File: src/design/hab_pkg.sv
// ----------------------------------------------------------------------------
// hab_pkg
// Shared types, codes and sizes for the backend selector.
// ----------------------------------------------------------------------------
package hab_pkg;

  // Defaults for the top-level parameters
  localparam int DEF_MAX_BACKENDS = 16;
  localparam int DEF_RING_DEPTH   = 2048;

  // Fixed field widths
  localparam int NW     = 5;   // backend count / walk counter
  localparam int BIW    = 4;   // backend index
  localparam int HSLOTS = 16;  // health slots reachable by a 4-bit index
  localparam int CFGW   = 16;  // widest config register

  typedef enum logic [2:0] {
    FN_TICK    = 3'd0,
    FN_SELECT  = 3'd1,
    FN_SUCCESS = 3'd2,
    FN_FAILURE = 3'd3,
    FN_CLEAR   = 3'd4,
    FN_INSERT  = 3'd5,
    FN_RSVD6   = 3'd6,
    FN_RSVD7   = 3'd7
  } func_t;

  typedef enum logic [1:0] {
    ST_RING     = 2'd0,
    ST_RR       = 2'd1,
    ST_FALLBACK = 2'd2,
    ST_NONE     = 2'd3
  } status_t;

  typedef enum logic [1:0] {
    CFG_NUM_BACKENDS = 2'd0,
    CFG_THRESHOLD    = 2'd1,
    CFG_COOLDOWN     = 2'd2,
    CFG_UNUSED       = 2'd3
  } cfg_idx_t;

  typedef enum logic [1:0] {
    RD_MID,
    RD_POS,
    RD_LO,
    RD_PREV
  } rd_sel_t;

  typedef enum logic [3:0] {
    S_IDLE,
    S_DISPATCH,
    S_BS_ISSUE,
    S_BS_CMP,
    S_WK_ISSUE,
    S_WK_CHK,
    S_RR,
    S_DUP_ISSUE,
    S_DUP_CHK,
    S_SH_ISSUE,
    S_SH_WR,
    S_RES
  } state_t;

  typedef struct packed {
    logic    latch;
    logic    tick;
    logic    report_ok;
    logic    report_fail;
    logic    clear;
    logic    bs_init;
    logic    bs_step;
    logic    wk_init;
    logic    wk_wrap;
    logic    wk_next;
    logic    wk_hit;
    logic    rr_init;
    logic    rr_try;
    logic    sh_init;
    logic    sh_move;
    logic    ins_write;
    logic    res_set;
    logic    res_load;
    status_t res_status;
    rd_sel_t rd_sel;
  } dp_cmd_t;

  typedef struct packed {
    func_t func;
    logic  present;
    logic  n_zero;
    logic  ring_empty;
    logic  ring_full;
    logic  lo_lt_hi;
    logic  pos_lt_cnt;
    logic  dup_hit;
    logic  walk_done;
    logic  owner_ok;
    logic  rr_avail;
    logic  sh_done;
    logic  out_full;
  } dp_sts_t;

endpackage

File: src/design/hab_ctrl.sv
// ----------------------------------------------------------------------------
// hab_ctrl
// Sequencer: walks each request through search, walk, scan and shift steps.
// ----------------------------------------------------------------------------
module hab_ctrl (
  input  logic             clk,
  input  logic             rst_n,
  input  logic             in_valid,
  output logic             in_ready,
  input  hab_pkg::dp_sts_t sts,
  output hab_pkg::dp_cmd_t cmd
);
  import hab_pkg::*;

  state_t state_r, state_nxt;

  // State register
  always_ff @(posedge clk) begin
    if (!rst_n) state_r <= S_IDLE;
    else        state_r <= state_nxt;
  end

  // Next state
  always_comb begin
    state_nxt = state_r;
    unique case (state_r)
      S_IDLE:     if (in_valid) state_nxt = S_DISPATCH;
      S_DISPATCH: begin
        unique case (sts.func)
          FN_SELECT: begin
            if (sts.n_zero) state_nxt = S_RES;
            else if (sts.present && !sts.ring_empty) state_nxt = S_BS_ISSUE;
            else state_nxt = S_RR;
          end
          FN_INSERT: state_nxt = sts.ring_full ? S_IDLE : S_BS_ISSUE;
          default:   state_nxt = S_IDLE;
        endcase
      end
      S_BS_ISSUE: begin
        if (sts.lo_lt_hi) state_nxt = S_BS_CMP;
        else if (sts.func == FN_SELECT) state_nxt = S_WK_ISSUE;
        else state_nxt = S_DUP_ISSUE;
      end
      S_BS_CMP:   state_nxt = S_BS_ISSUE;
      S_WK_ISSUE: state_nxt = sts.walk_done ? S_RR : S_WK_CHK;
      S_WK_CHK:   state_nxt = sts.owner_ok ? S_RES : S_WK_ISSUE;
      S_RR:       if (sts.walk_done || sts.rr_avail) state_nxt = S_RES;
      S_DUP_ISSUE: state_nxt = sts.pos_lt_cnt ? S_DUP_CHK : S_SH_ISSUE;
      S_DUP_CHK:  state_nxt = sts.dup_hit ? S_IDLE : S_SH_ISSUE;
      S_SH_ISSUE: state_nxt = sts.sh_done ? S_IDLE : S_SH_WR;
      S_SH_WR:    state_nxt = S_SH_ISSUE;
      S_RES:      if (!sts.out_full) state_nxt = S_IDLE;
      default:    state_nxt = S_IDLE;
    endcase
  end

  // Outputs
  always_comb begin
    cmd            = '0;
    cmd.res_status = ST_RING;
    cmd.rd_sel     = RD_MID;
    in_ready       = 1'b0;
    unique case (state_r)
      S_IDLE: begin
        in_ready  = 1'b1;
        cmd.latch = in_valid;
      end
      S_DISPATCH: begin
        unique case (sts.func)
          FN_TICK:    cmd.tick        = 1'b1;
          FN_SUCCESS: cmd.report_ok   = 1'b1;
          FN_FAILURE: cmd.report_fail = 1'b1;
          FN_CLEAR:   cmd.clear       = 1'b1;
          FN_SELECT: begin
            if (sts.n_zero) begin
              cmd.res_set    = 1'b1;
              cmd.res_status = ST_NONE;
            end else if (sts.present && !sts.ring_empty) begin
              cmd.bs_init = 1'b1;
            end else begin
              cmd.rr_init = 1'b1;
            end
          end
          FN_INSERT: cmd.bs_init = !sts.ring_full;
          default: ;
        endcase
      end
      S_BS_ISSUE: begin
        cmd.rd_sel = RD_MID;
        if (!sts.lo_lt_hi && sts.func == FN_SELECT) cmd.wk_init = 1'b1;
      end
      S_BS_CMP: cmd.bs_step = 1'b1;
      S_WK_ISSUE: begin
        cmd.rd_sel = RD_POS;
        if (sts.walk_done) cmd.rr_init = 1'b1;
        else               cmd.wk_wrap = 1'b1;
      end
      S_WK_CHK: begin
        if (sts.owner_ok) begin
          cmd.wk_hit     = 1'b1;
          cmd.res_set    = 1'b1;
          cmd.res_status = ST_RING;
        end else begin
          cmd.wk_next = 1'b1;
        end
      end
      S_RR: begin
        if (sts.walk_done) begin
          cmd.res_set    = 1'b1;
          cmd.res_status = ST_FALLBACK;
        end else begin
          cmd.rr_try = 1'b1;
          if (sts.rr_avail) begin
            cmd.res_set    = 1'b1;
            cmd.res_status = ST_RR;
          end
        end
      end
      S_DUP_ISSUE: begin
        cmd.rd_sel  = RD_LO;
        cmd.sh_init = !sts.pos_lt_cnt;
      end
      S_DUP_CHK: cmd.sh_init = !sts.dup_hit;
      S_SH_ISSUE: begin
        cmd.rd_sel    = RD_PREV;
        cmd.ins_write = sts.sh_done;
      end
      S_SH_WR: cmd.sh_move = 1'b1;
      S_RES:   cmd.res_load = !sts.out_full;
      default: ;
    endcase
  end

endmodule

File: config.mk
export PLATFORM = sky130hd
export DESIGN_NAME = hab_ctrl
export DESIGN_NICKNAME = d
export VERILOG_FILES = /design/src/design/hab_pkg.sv /design/src/design/hab_ctrl.sv
export SDC_FILE = /design/constraint.sdc
export NUM_CORES = 1
export LEC_CHECK = 0
export ABC_AREA = 1
export BUFFER_PORTS_ARGS = -buffer_cell sky130_fd_sc_hd__buf_2
export CELL_PAD_IN_SITES_DETAIL_PLACEMENT = 1
export CELL_PAD_IN_SITES_GLOBAL_PLACEMENT = 1
export CORE_MARGIN = 1
export CORE_UTILIZATION = 25
export CTS_BUF_LIST = sky130_fd_sc_hd__clkbuf_4 sky130_fd_sc_hd__clkbuf_8
export DETAILED_ROUTE_END_ITERATION = 10
export PLACE_DENSITY_LB_ADDON = 0.08
export SETUP_SLACK_MARGIN = 0.05
export SYNTH_ARGS = -nofsm -noshare
export SYNTH_HDL_FRONTEND = slang
export SYNTH_SLANG_ARGS = --single-unit
File: constraint.sdc
create_clock -name clk -period 1.55 [get_ports clk]
set_input_delay 0.2325 -clock clk [delete_from_list [all_inputs] [get_ports clk]]
set_output_delay 0.2325 -clock clk [all_outputs]
set_load 0.01 [all_outputs]
==> qor.csv <==
stage;metric;value;unit
die;Vert. Die Dim;50.7;um
clocking;CTS tree;built;
place;Post-Place Cells;188;
power_and_ir_drop;Leak;0.640;nW
clocking;CTS Buf Count;3;
timing;unrepaired setup endpoints after global routing;yes;
synthesis;Yosys Warn Count;0;
die;standard-cell rows;17;
layout;FF+latch area;92.6;sq um
power_and_ir_drop;Sw Pwr;0.000183;W
synthesis;Syn Inst Count;120;
die;Initial Util;26.6;%
power_and_ir_drop;power share of the sequential group;27.0;%
timing;worst slew pin tran;0.293;ns
drt;Vias per Instance;4.58;
die;DIE AREA;2570;sq um
synthesis;largest family of logic cells by synthesized area;simple AND/OR/NAND/NOR gates;
timing;Setup-failing EPs final;0;
clocking;Worst-path clk slew;0.04;ns
drt;wire length per cell;11.6;um
drt;DR iter-0 viols;7;
min_path;worst hold start;rst_n;
global_routing;gr usage total;17.6;%
global_routing;pin count of the biggest net entering global routing;7;
synthesis;post-synthesis area per instance;4.94;sq um
power_and_ir_drop;combinational share of power;45.1;%
synthesis;Post-Synth Adder-Cell Area;0;%
global_routing;global-route wire length before repair;3550;um
timing;clock skew;0.00236;ns
clocking;Clock Latency Late Sink;0.23;ns
synthesis;simple-gate share of the synthesized area;55.1;%
drt;uppermost layer routed;met3;
power_and_ir_drop;Clock Power Share;27.9;%
critical_path;critical path required time;1.32;ns
critical_path;Crit. End Element;output pin;
critical_path;worst reg2reg startpoint;state_r[0];
global_routing;vias in the first global route;924;
timing;fin. max-slew vios;0;
timing;WHS;0.201;ns
die;Top Ports;41;
critical_path;Crit Path Category;reg2out;
drt;ANT nets after route;0;
synthesis;compound-cell area share of the yosys netlist;11.8;%
min_path;Hold EP;state_r[2];
timing;relative slew slack;80.3;%
layout;Diodes inserted;0;
timing;crit share post-route;98.2;%
synthesis;mux cell area share after synthesis;0;%
critical_path;worst reg2reg path depth;11;
critical_path;FF-to-FF End;state_r[0];
timing;fin crit period;1.52;ns
place;HPWL after detailed placement;1840;um
place;I/O Buffers;40;
layout;fill count;334;
critical_path;crit path launch type;flip-flop;
synthesis;syn_nets;138;
synthesis;Distinct cells, synth;18;
synthesis;EDFF count, synth;0;
synthesis;Cell Area, Synth;593;sq um
layout;Largest regs;state_r (4);
clocking;CTS Sinks;4;
clocking;Max clock buf depth;2;
drt;met3 WL;91;um
run_status;run status;finished clean;
min_path;Hold Path Cell Cnt;3;
synthesis;sequential fraction of the synthesis area;13.5;%
power_and_ir_drop;Max rail drop VDD;0.454;mV
run;max-cap viol count;0;
min_path;worst min-delay path category;in2reg;
timing;worst setup margin;0.0280;ns
synthesis;Post-synth top flop;dfxtp_1;
critical_path;Worst EP arrival;1.29;ns
drt;number of remaining DRC errors;0;
layout;max FFs per register;4;
synthesis;Async S/R FF share, synth;0;%
drt;DR pass1 iterations;4;
global_routing;total grt overflow;0;
drt;met2 wire len;1170;um
layout;Top reg by flops;state_r;
power_and_ir_drop;P per Cell Area;448;nW/um^2
drt;via count;898;
layout;share of layout cells above drive strength 1;50.0;%
drt;met1 WL;1010;um
synthesis;XOR/XNOR share of the synthesized area;0;%
clocking;H-Tree Depth;1;
die;chip width;50.7;um
clocking;hold buffers post-CTS;0;
layout;Final nets;188;
critical_path;largest fanout on the critical path;5;
layout;Multi-input gate area;502;sq um
clocking;CTS root buf;clkbuf_4;
power_and_ir_drop;switching fraction of total power;40.2;%
drt;DRT Wirelength;2280;um
power_and_ir_drop;Int Pwr;0.000272;W
global_routing;initial antenna violation count;0;
layout;Post-Layout Cell Count;196;
critical_path;flop2flop setup slack;0.10;ns
die;core area;2230;sq um
place;pre-CTS WS;0.185;ns
timing;final hold violation count;0;
timing;maximum clock frequency;0.657;GHz
layout;layout overhead on the synthesized area;71.3;%
place;routability cong.;0.828;
synthesis;post-synthesis register bit count;4;
## critical path, cell delays in order, from the launching register on
cell	delay (ns)
dfxtp_4	0.36
inv_1	0.07
nand2_2	0.08
nor2_4	0.16
inv_2	0.09
nor4_2	0.13
buf_2	0.16
## per-stage QoR
stage               util, %  area (sq um)  TNS, ns  total power (W)
floorplan                 -           593        0         0.000215
global placement       37.1           828        0         0.000279
detailed placement     37.1           828        0         0.000282
CTS                    40.2           897        0         0.000424
global route           45.5          1020   -0.160         0.000489
finish                 45.5          1020        0         0.000455
## layout make-up
class / instances / share of cell area [%]
Sequential cell: 4 / 9.11
Timing Repair Buffer: 45 / 23.4
Clock buffer: 3 / 2.22
Inverter: 31 / 12.4
Tap cell: 28 / 3.45
Multi-Input combinational cell: 85 / 49.4
## metal layers
layer  track usage, %  vias up
met1             20.4      407
met2             35.1       25
li1                 -      466
met3            0.909        0
met5                0        -
met4             2.78        0
## placed cells by master, fill, tap and decap left out
cell type,count
buf_2,40
nand2_1,27
inv_1,24
nor2_1,14
nand3_1,9
buf_4,5
inv_4,4
nor2_4,4
nand2_2,4
a21oi_1,4
nor4_2,4
a21oi_2,4
nand2_4,3
nor2_2,3
inv_2,3
clkbuf_4,3
dfxtp_4,3
nor3_1,2
nand3_2,1
o21ai_0,1
nand3_4,1
o21ai_2,1
o211ai_1,1
nand3b_1,1
o2111ai_1,1
dfxtp_2,1
## logic make-up (layout without fill, tap and decap cells)
logic type | Yosys count | after routing
buffers and inverters | 31 | 79
DFF | 4 | 4
AOI/OAI and AO/OA | 12 | 12
and+or+nand+nor | 73 | 73
## synth_stat cells, types with 2 or more instances
library cell	number	area, sq um
nand2_1	33	124
nand3_1	10	50.1
o21ai_0	2	10.0
inv_2	2	7.51
nor2_1	19	71.3
dfxtp_1	4	80.1
nor4_1	4	25.0
nor3_1	2	10.0
inv_1	29	109
a21oi_1	7	35.0
## what timing repair did
item / CTS / global route
resized for setup: 14 / 29
buffers inserted: 2 / 3
endpoints found under the setup margin: 11 / 15
pin swaps: 2 / 7
cloned: 0 / 0
## power by group through the flow
stage          Clock [W]  Sequential, W  Combinational [W]
2_1_floorplan          0       0.000116          0.0000984
3_3_place_gp           0       0.000117           0.000162
3_5_place_dp           0       0.000118           0.000165
4_1_cts         0.000129       0.000119           0.000176
5_1_grt         0.000139       0.000124           0.000226
6_report        0.000127       0.000123           0.000205
## how the worst max path moves through the flow
stage | startpoint | to | slack, ns | cells past startpoint
3_5_place_dp | state_r[0] | cmd[10] | 0.19 | 6
3_3_place_gp | state_r[1] | cmd[19] | 0.22 | 6
5_1_grt | state_r[2] | cmd[19] | -0.04 | 6
6_report | state_r[1] | cmd[18] | 0.03 | 6
2_1_floorplan | state_r[3] | cmd[2] | 0.26 | 7
4_1_cts | state_r[1] | cmd[20] | 0.01 | 6
No activity file was read; power rests on OpenSTA's default activity.
